### src/hw/rtl/soc_pkg.sv
// Shared types for the sorted occurrence counter.
// Holds the command and status bundles exchanged by soc_ctrl and soc_dp.
// No dependencies.
package soc_pkg;

  // Field widths of the result beat and of the input value.
  localparam int unsigned OCC_W   = 9;
  localparam int unsigned POS_W   = 8;
  localparam int unsigned VALUE_W = 32;

  // Input action codes.
  localparam logic ACT_LOAD  = 1'b0;
  localparam logic ACT_QUERY = 1'b1;

  // Commands from the controller to the datapath.
  typedef struct packed {
    logic load;        // append the input beat to the table
    logic query_init;  // latch the query and open the lower-bound range
    logic rd;          // read the table at the midpoint of the open range
    logic cmp_lower;   // narrow the range with the lower-bound test
    logic cmp_upper;   // narrow the range with the upper-bound test
    logic ub_init;     // keep the first match and reopen the whole range
    logic finish;      // form the result and update the running total
  } soc_cmd_t;

  // Status from the datapath to the controller.
  typedef struct packed {
    logic range_open;  // the search range still holds entries
    logic lb_hit;      // the lower-bound entry equals the queried value
  } soc_sts_t;

endpackage

### src/hw/rtl/soc_ctrl.sv
// Controller state machine of the sorted occurrence counter.
// Sequences loads, the two binary searches and the result beat.
// Depends on soc_pkg.
module soc_ctrl (
  input  logic              clk,
  input  logic              rst_n,
  input  logic              start,
  input  logic              in_action,
  input  soc_pkg::soc_sts_t sts,
  output soc_pkg::soc_cmd_t cmd,
  output logic              busy
);

  typedef enum logic [5:0] {
    S_IDLE   = 6'b000001,
    S_LB_RD  = 6'b000010,
    S_LB_CMP = 6'b000100,
    S_UB_RD  = 6'b001000,
    S_UB_CMP = 6'b010000,
    S_DONE   = 6'b100000
  } state_t;

  state_t state_r;
  state_t state_nxt;

  // Next state and command decode.
  always_comb begin
    state_nxt = state_r;
    cmd       = '0;
    case (state_r)
      S_IDLE: begin
        if (start) begin
          if (in_action == soc_pkg::ACT_QUERY) begin
            cmd.query_init = 1'b1;
            state_nxt      = S_LB_RD;
          end else begin
            cmd.load = 1'b1;
          end
        end
      end
      S_LB_RD: begin
        if (sts.range_open) begin
          cmd.rd    = 1'b1;
          state_nxt = S_LB_CMP;
        end else if (sts.lb_hit) begin
          cmd.ub_init = 1'b1;
          state_nxt   = S_UB_RD;
        end else begin
          state_nxt = S_DONE;
        end
      end
      S_LB_CMP: begin
        cmd.cmp_lower = 1'b1;
        state_nxt     = S_LB_RD;
      end
      S_UB_RD: begin
        if (sts.range_open) begin
          cmd.rd    = 1'b1;
          state_nxt = S_UB_CMP;
        end else begin
          state_nxt = S_DONE;
        end
      end
      S_UB_CMP: begin
        cmd.cmp_upper = 1'b1;
        state_nxt     = S_UB_RD;
      end
      S_DONE: begin
        cmd.finish = 1'b1;
        state_nxt  = S_IDLE;
      end
      default: begin
        state_nxt = S_IDLE;
      end
    endcase
  end

  // State register.
  always_ff @(posedge clk) begin
    if (!rst_n) begin
      state_r <= S_IDLE;
    end else begin
      state_r <= state_nxt;
    end
  end

  // The block takes a new beat only in the idle state.
  assign busy = (state_r != S_IDLE);

endmodule

### config.mk
export PLATFORM = sky130hd
export DESIGN_NAME = soc_ctrl
export DESIGN_NICKNAME = d
export VERILOG_FILES = /design/src/hw/rtl/soc_pkg.sv /design/src/hw/rtl/soc_ctrl.sv
export SDC_FILE = /design/constraint.sdc
export NUM_CORES = 1
export LEC_CHECK = 0
export BUFFER_PORTS_ARGS = -buffer_cell sky130_fd_sc_hd__buf_2
export CAP_MARGIN = 5
export CORE_AREA = 2 2 39 41
export DETAILED_ROUTE_END_ITERATION = 10
export DIE_AREA = 0 0 41 43
export PLACE_DENSITY = 0.49
export SLEW_MARGIN = 20
export SYNTH_ARGS = -nofsm -noshare
export SYNTH_HDL_FRONTEND = slang
export SYNTH_SLANG_ARGS = --single-unit
### constraint.sdc
create_clock -name clk -period 2.9 [get_ports clk]
set_input_delay 0.145 -clock clk [delete_from_list [all_inputs] [get_ports clk]]
set_output_delay 0.145 -clock clk [all_outputs]
set_load 0.05 [all_outputs]
==> metrics.md, run 1 <==
| Metric | Value |
|---|---|
| Max Fclk | `0.558 GHz` |
| WL final | `812 um` |
| Clock Path Buffers | `2` |
| Via count | `376` |
| GPL Wtd Cong | `0.759` |
| Net Sw Frac | `39.1%` |
| Worst EP required | `2.76 ns` |
| Ant. Diodes | `0` |
| Resize count post-CTS | `0` |
| Largest family of logic cells by synthesized area | `simple AND/OR/NAND/NOR gates` |
| Slew HR | `76.1%` |
| Peak VDD IR | `203 uV` |
| Avg Synthesized Cell Area | `8.19 um2` |
| Post-synth top area cell | `dfxtp_1` |
| Area of the mapped netlist | `344 um2` |
| Final Power | `0.269 mW` |
| Final hold vios | `0` |
| RSZ-0062 raised after global routing | `false` |
| Max reg flops | `6` |
| Row count | `14` |
| Final Setup Violations | `0` |
| H-tree depth | `1` |
| Unique masters post-synth | `20` |
| Post-Synthesis Cells | `42` |
| Regs by FF count | `state_r (6)` |
| Share of the core filled with cells | `32.6%` |
| Max Cap Viol | `0` |
| Reg2reg setup slack | `1.52 ns` |
| HPWL after DPL | `648 um` |
| WHS Endpoint | `state_r[5]` |
| Synth top area cells | `dfxtp_1 35%, nor2b_1 7.3%, nor4_4 6.2%` |
| CTS tree | `done` |
| Simple-gate share of the synthesized area | `40.4%` |
| IO Port Bufs | `13` |
| Post-synthesis xor/xnor area fraction | `0%` |
| Clock transition at path regs | `0.05 ns` |
| Vias in the first global route | `346` |
| Design Area, Final | `452 um2` |
| Signal arrival time at the worst endpoint | `1.65 ns` |
| Antenna Nets Post-Route | `0` |
| Seq pwr share | `37.1%` |
| Critical Path Start | `state_r[2]` |
| Adder-cell area share of the yosys netlist | `0%` |
| Pins over their slew limit | `0` |
| Mux cell area share after synthesis | `0%` |
| Clk Latency, worst-skew pair | `0.25 ns` |
| Ports | `14` |
| Clk sinks | `6` |
| Leak Pwr | `0.226 nW` |
| Core Box Area | `1380 um2` |
| Global-route wire length before repair | `1.43 mm` |
| Synth-to-Final Area Change | `31.3%` |
| Post-synth EDFFs | `0` |
| Most frequent cell after synthesis | `dfxtp_1` |
| Post CTS Setup Buffer Count | `0` |
| Tot GR Track Use | `12.2%` |
| Yosys top cell area share | `34.9%` |
| Root buffer cell | `clkbuf_4` |
| Crit end category | `output pin` |
| DP Area | `429 um2` |
| Chip Width | `41 um` |
| Initial Utilization | `24.9%` |
| Seq cells post-synth | `6` |
| Clock Power Share | `28.8%` |
| Syn Nets | `48` |
| Fin crit period | `1.79 ns` |
| Die height | `43 um` |
| Avg WL per Cell | `11.0 um` |
| Global route overflow | `0` |
| Hold_sp | `sts[1]` |
| Final cycle utilization of the critical path | `61.8%` |
| Final #Nets | `66` |
| DRC | `0` |
| Syn. warnings | `0` |
| Reg-to-reg startpoint | `state_r[2]` |
| Post-synthesis compound-gate area fraction | `19.3%` |
| Sum Neg Setup Slack | `0 ns` |
| Measured slew at the worst slew-check pin | `0.355 ns` |
| Pwr Density | `595 nW/um2` |
| Sequential cell area fraction in the yosys report | `34.9%` |
| Worst Skew | `0.00585 ns` |
| R2r worst-path depth | `3` |
| Multi-input logic area | `205 um2` |
| Async S/R FF share, synth | `0%` |
| First drt pass iteration count | `4` |
| CTS Buf Count | `3` |
| Largest net degree at the start of global routing | `7` |
| Share of cells above drive strength 1 | `32.8%` |
| Combinational Power Share | `34.1%` |
| CP startpoint kind | `register` |
| Min-Delay Path Depth | `2` |
| Drt first-iter violations | `5` |
| Cell Int Power | `0.164 mW` |
| Avg Vias per Cell | `5.08` |
| Most frequent cells after synthesis | `6 x dfxtp_1, 5 x inv_1, 5 x nand2_1` |
| Count of hold-fix buffers inserted at cts | `0` |
| Outcome | `finished, final reports clean` |
| Largest Register | `state_r` |
| FF-to-FF End | `state_r[5]` |
| Fillers | `150` |
| Critical Path Fanout Max | `6` |
| Hold Path Class | `in2reg` |
| Die footprint | `1760 um2` |
| Antenna violations before repair | `0` |
| Net Sw Power | `0.105 mW` |
| Type of the worst setup path | `reg2out` |
| Sequential cell area | `120 um2` |
| Leading register cell type out of synthesis | `dfxtp_1` |
## worst max path at each step
stage	end	cells past startpoint	slack [ns]
floorplan	cmd[6]	3	0.39
finish	cmd[6]	4	1.11
detailed placement	cmd[6]	4	1.37
global placement	cmd[6]	4	1.37
CTS	cmd[6]	4	1.10
global route	cmd[6]	4	0.93
## layout make-up
type	instances	share of cell area, %
multi-input cells	31	45.4
flip-flops and latches	6	26.6
repair buffers	13	14.4
clock buffers	3	4.99
well taps	16	4.43
inverters	5	4.16
## worst max-delay path, cell delays in order (launching register included)
cell     delay [ns]
dfxtp_1        0.35
nor4_4         0.41
nand2_1        0.15
nor3b_1        0.20
buf_2          0.29
## power groups by stage
stage | sequential (mW) | combinational (mW) | clock [mW]
after global routing | 0.101 | 0.0989 | 0.0867
final | 0.0998 | 0.0915 | 0.0774
after CTS | 0.0992 | 0.0920 | 0.0814
after floorplan | 0.0979 | 0.0722 | 0
after detailed placement | 0.101 | 0.0918 | 0
after global placement | 0.102 | 0.0927 | 0
## layer usage
metal / track usage (%) / share of wire [%] / up-vias
li1: - / - / 188
met5: 0 / 0 / -
met4: 8.00 / 3.2 / 0
met2: 16.6 / 49 / 16
met1: 15.2 / 41 / 167
met3: 4.71 / 6.5 / 5
## through the flow
step                hold slack [ns]  cells  setup WS, ns
CTS                          0.0629     74          1.10
global placement              0.331     71          1.37
floorplan                     0.214     42         0.393
detailed placement            0.329     71          1.37
finish                       0.0702     74          1.11
global route                 0.0760     74         0.925
## cells in the final DEF, fill, tap and decap left out, types with 2 or more instances in the layout
| cell type | n |
|---|---|
| buf_2 | 13 |
| dfxtp_1 | 6 |
| nand2_1 | 5 |
| inv_1 | 5 |
| nor2b_1 | 4 |
| a21oi_1 | 3 |
| nor3_1 | 3 |
| clkbuf_4 | 3 |
| nor2_1 | 2 |
| o21ai_0 | 2 |
## kinds of logic after synthesis
family / Yosys count
DFF: 6
buffers and inverters: 5
and+or+nand+nor: 22
AOI/OAI and AO/OA: 9
Power figures use the tool's default switching activity.
==> inputs of run 2 (changes only) <==
--- a/config.mk
+++ b/config.mk
@@ -5,12 +5,13 @@
 export SDC_FILE = /design/constraint.sdc
 export NUM_CORES = 1
 export LEC_CHECK = 0
+export ABC_AREA = 1
 export BUFFER_PORTS_ARGS = -buffer_cell sky130_fd_sc_hd__buf_2
 export CAP_MARGIN = 5
 export CORE_AREA = 2 2 39 41
 export DETAILED_ROUTE_END_ITERATION = 10
 export DIE_AREA = 0 0 41 43
-export PLACE_DENSITY = 0.49
+export PLACE_DENSITY = 0.52
 export SLEW_MARGIN = 20
 export SYNTH_ARGS = -nofsm -noshare
 export SYNTH_HDL_FRONTEND = slang
==> constraint.sdc (replaced) <==
create_clock -name clk -period 1.4 [get_ports clk]
set_input_delay 0.07 -clock clk [delete_from_list [all_inputs] [get_ports clk]]
set_output_delay 0.07 -clock clk [all_outputs]
set_load 0.05 [all_outputs]
==> run 2 against run 1 <==
Against the previous run:
- highest routed layer unchanged
- wire length up 2.6%
- critical endpoint unchanged
- sequential cell count stayed put
- register-to-register slack worse by 1.2 ns
- hold slack worse by 0.0056 ns
- worst setup slack lost 1.1 ns
- global-route usage is 0.10 points higher
- count of clock-buffer cells in the layout stayed put
- largest cell class unchanged
- via count grew 6.6%
- sequential power increased by 110%
- final area grew 26%
- total power up 140%
==> metrics.md, run 2 <==
| Metric | Value |
|---|---|
| Type of the worst setup path | `reg2out` |
| Measured slew at the worst slew-check pin | `0.240 ns` |
| Unique masters post-synth | `14` |
| Placed instance count | `83` |
| Seq cells post-synth | `6` |
| Hold Path Class | `in2reg` |
| Largest net degree at the start of global routing | `8` |
| Syn Nets | `59` |
| Tot GR Track Use | `12.3%` |
| Critical Path Fanout Max | `7` |
| Outcome | `finished, final reports clean` |
| Pins over their slew limit | `0` |
| Async S/R FF share, synth | `0%` |
| Global route overflow | `0` |
| Design Area, Final | `568 um2` |
| Clk Latency, worst-skew pair | `0.24 ns` |
| Avg Synthesized Cell Area | `6.85 um2` |
| Regs by FF count | `state_r (6)` |
| Final #Nets | `80` |
| Most frequent cells in the layout | `12 x inv_1, 10 x nor2_1, 7 x buf_2` |
| Synth top area cells | `dfxtp_1 33%, nor2_1 13%, inv_1 12%` |
| R2r worst-path depth | `5` |
| Global-route wire length before repair | `1.45 mm` |
| Leading register cell type out of synthesis | `dfxtp_1` |
| Syn. warnings | `0` |
| Core Box Area | `1380 um2` |
| Final hold vios | `0` |
| Avg Vias per Cell | `4.56` |
| Final std cells w/o fill | `88` |
| WL final | `833 um` |
| Peak VDD IR | `479 uV` |
| RSZ-0062 raised after global routing | `true` |
| Largest Register | `state_r` |
| Row count | `14` |
| Ports | `14` |
| Ant. Diodes | `0` |
| Clk sinks | `6` |
| CTS Buf Count | `3` |
| Post-Synthesis Cells | `53` |
| Max Cap Viol | `0` |
| Max reg flops | `6` |
| Final Power | `0.648 mW` |
| Sequential cell area | `130 um2` |
| Yosys top cell area share | `33.1%` |
| Chip Width | `41 um` |
| Via count | `401` |
| Area of the mapped netlist | `363 um2` |
| Fillers | `152` |
| Signal arrival time at the worst endpoint | `1.31 ns` |
| Multi-input logic area | `229 um2` |
| Die height | `43 um` |
| Synth-to-Final Area Change | `56.6%` |
| Most frequent cells after synthesis | `13 x nor2_1, 12 x inv_1, 6 x dfxtp_1` |
| Post-synth top area cell | `dfxtp_1` |
| H-tree depth | `1` |
| Drt first-iter violations | `13` |
| Most frequent cell after synthesis | `nor2_1` |
| Clock transition at path regs | `0.05 ns` |
| DP Area | `464 um2` |
| Worst EP required | `1.33 ns` |
| Fin crit period | `1.38 ns` |
| Max Fclk | `0.724 GHz` |
| Crit end category | `output pin` |
| DRC | `0` |
| Worst Skew | `0.00462 ns` |
| Clock Path Buffers | `2` |
| Final Setup Violations | `0` |
| Share of cells above drive strength 1 | `50.0%` |
| HPWL after DPL | `660 um` |
| Initial Utilization | `26.2%` |
| Final cycle utilization of the critical path | `98.6%` |
| Antenna Nets Post-Route | `0` |
| Pwr Density | `1140 nW/um2` |
| CP startpoint kind | `register` |
| Leak Pwr | `0.291 nW` |
| IO Port Bufs | `13` |
| Root buffer cell | `clkbuf_4` |
| Post-synth EDFFs | `0` |
| Min-Delay Path Depth | `3` |
| Commonest non-fill, non-tap cell in the layout | `inv_1` |
| GPL Wtd Cong | `0.717` |
| Slew HR | `84.0%` |
| Vias in the first global route | `372` |
| Antenna violations before repair | `0` |
| Sequential cell area fraction in the yosys report | `33.1%` |
| Die footprint | `1760 um2` |
| Avg WL per Cell | `9.47 um` |
| CTS tree | `done` |
| First drt pass iteration count | `4` |
## run 2: cell count changes after synthesis, moves of 3 or more
cell,delta
nor2b_1,-4
nand2_1,-3
inv_1,+7
nand3_1,+5
nor2_1,+11
## run 2: worst paths after layout
path         startpoint          to  slack (ns)
min reg2reg  state_r[4]  state_r[4]        0.59
max          state_r[4]      cmd[6]        0.02
max reg2reg  state_r[0]  state_r[0]        0.34
min               rst_n  state_r[1]        0.06
## run 2: kinds of logic after synthesis
family | share of synthesized area [%]
and+or+nand+nor | 47.9
AOI/OAI and AO/OA | 6.55
buffers and inverters | 12.4
DFF | 33.1
## run 2: what timing repair did
item,CTS,global route
gates cloned,0,0
endpoints found under the setup margin,4,6
gates resized for setup,4,21
hold buffers,0,0
buffers inserted,0,2
pin swaps,1,3
## run 2: metrics by stage
step                      setup WS [ns]  setup TNS [ns]  hold slack, ns  utilization (%)
after floorplan                  -0.133          -0.264           0.191                -
after global placement            0.159               0           0.317             33.5
after detailed placement          0.177               0           0.319             33.5
after CTS                       -0.0269         -0.0269          0.0592             35.9
after global routing            -0.0738          -0.182          0.0896             41.0
final                            0.0193               0          0.0646             41.0
## run 2: area by class of cell
type | count | share of cell area [%]
Tap cell | 16 | 3.52
Clock buffer | 3 | 3.96
Multi-Input combinational cell | 35 | 40.3
Sequential cell | 6 | 22.9
Inverter | 12 | 7.93
Timing Repair Buffer | 16 | 21.4
## run 2: where the power goes
group	internal, mW	switching, mW
clock	0.0968	0.0596
sequential	0.187	0.0202
combinational	0.0913	0.193
total	0.375	0.273
## run 2: routing by layer
| metal | GRT usage (%) | vias to the layer above | part of all wire, % |
|---|---|---|---|
| met3 | 1.57 | 2 | 2.4 |
| li1 | - | 208 | - |
| met5 | 0 | - | 0 |
| met2 | 17.8 | 8 | 52 |
| met1 | 15.2 | 183 | 43 |
| met4 | 10.0 | 0 | 2.0 |
## run 2: worst max-delay path: stages (launching register included)
cell and delay [ns]:
dfxtp_4 0.34, nor2_4 0.23, nand3_4 0.13, nor3b_2 0.19
buf_6 0.18
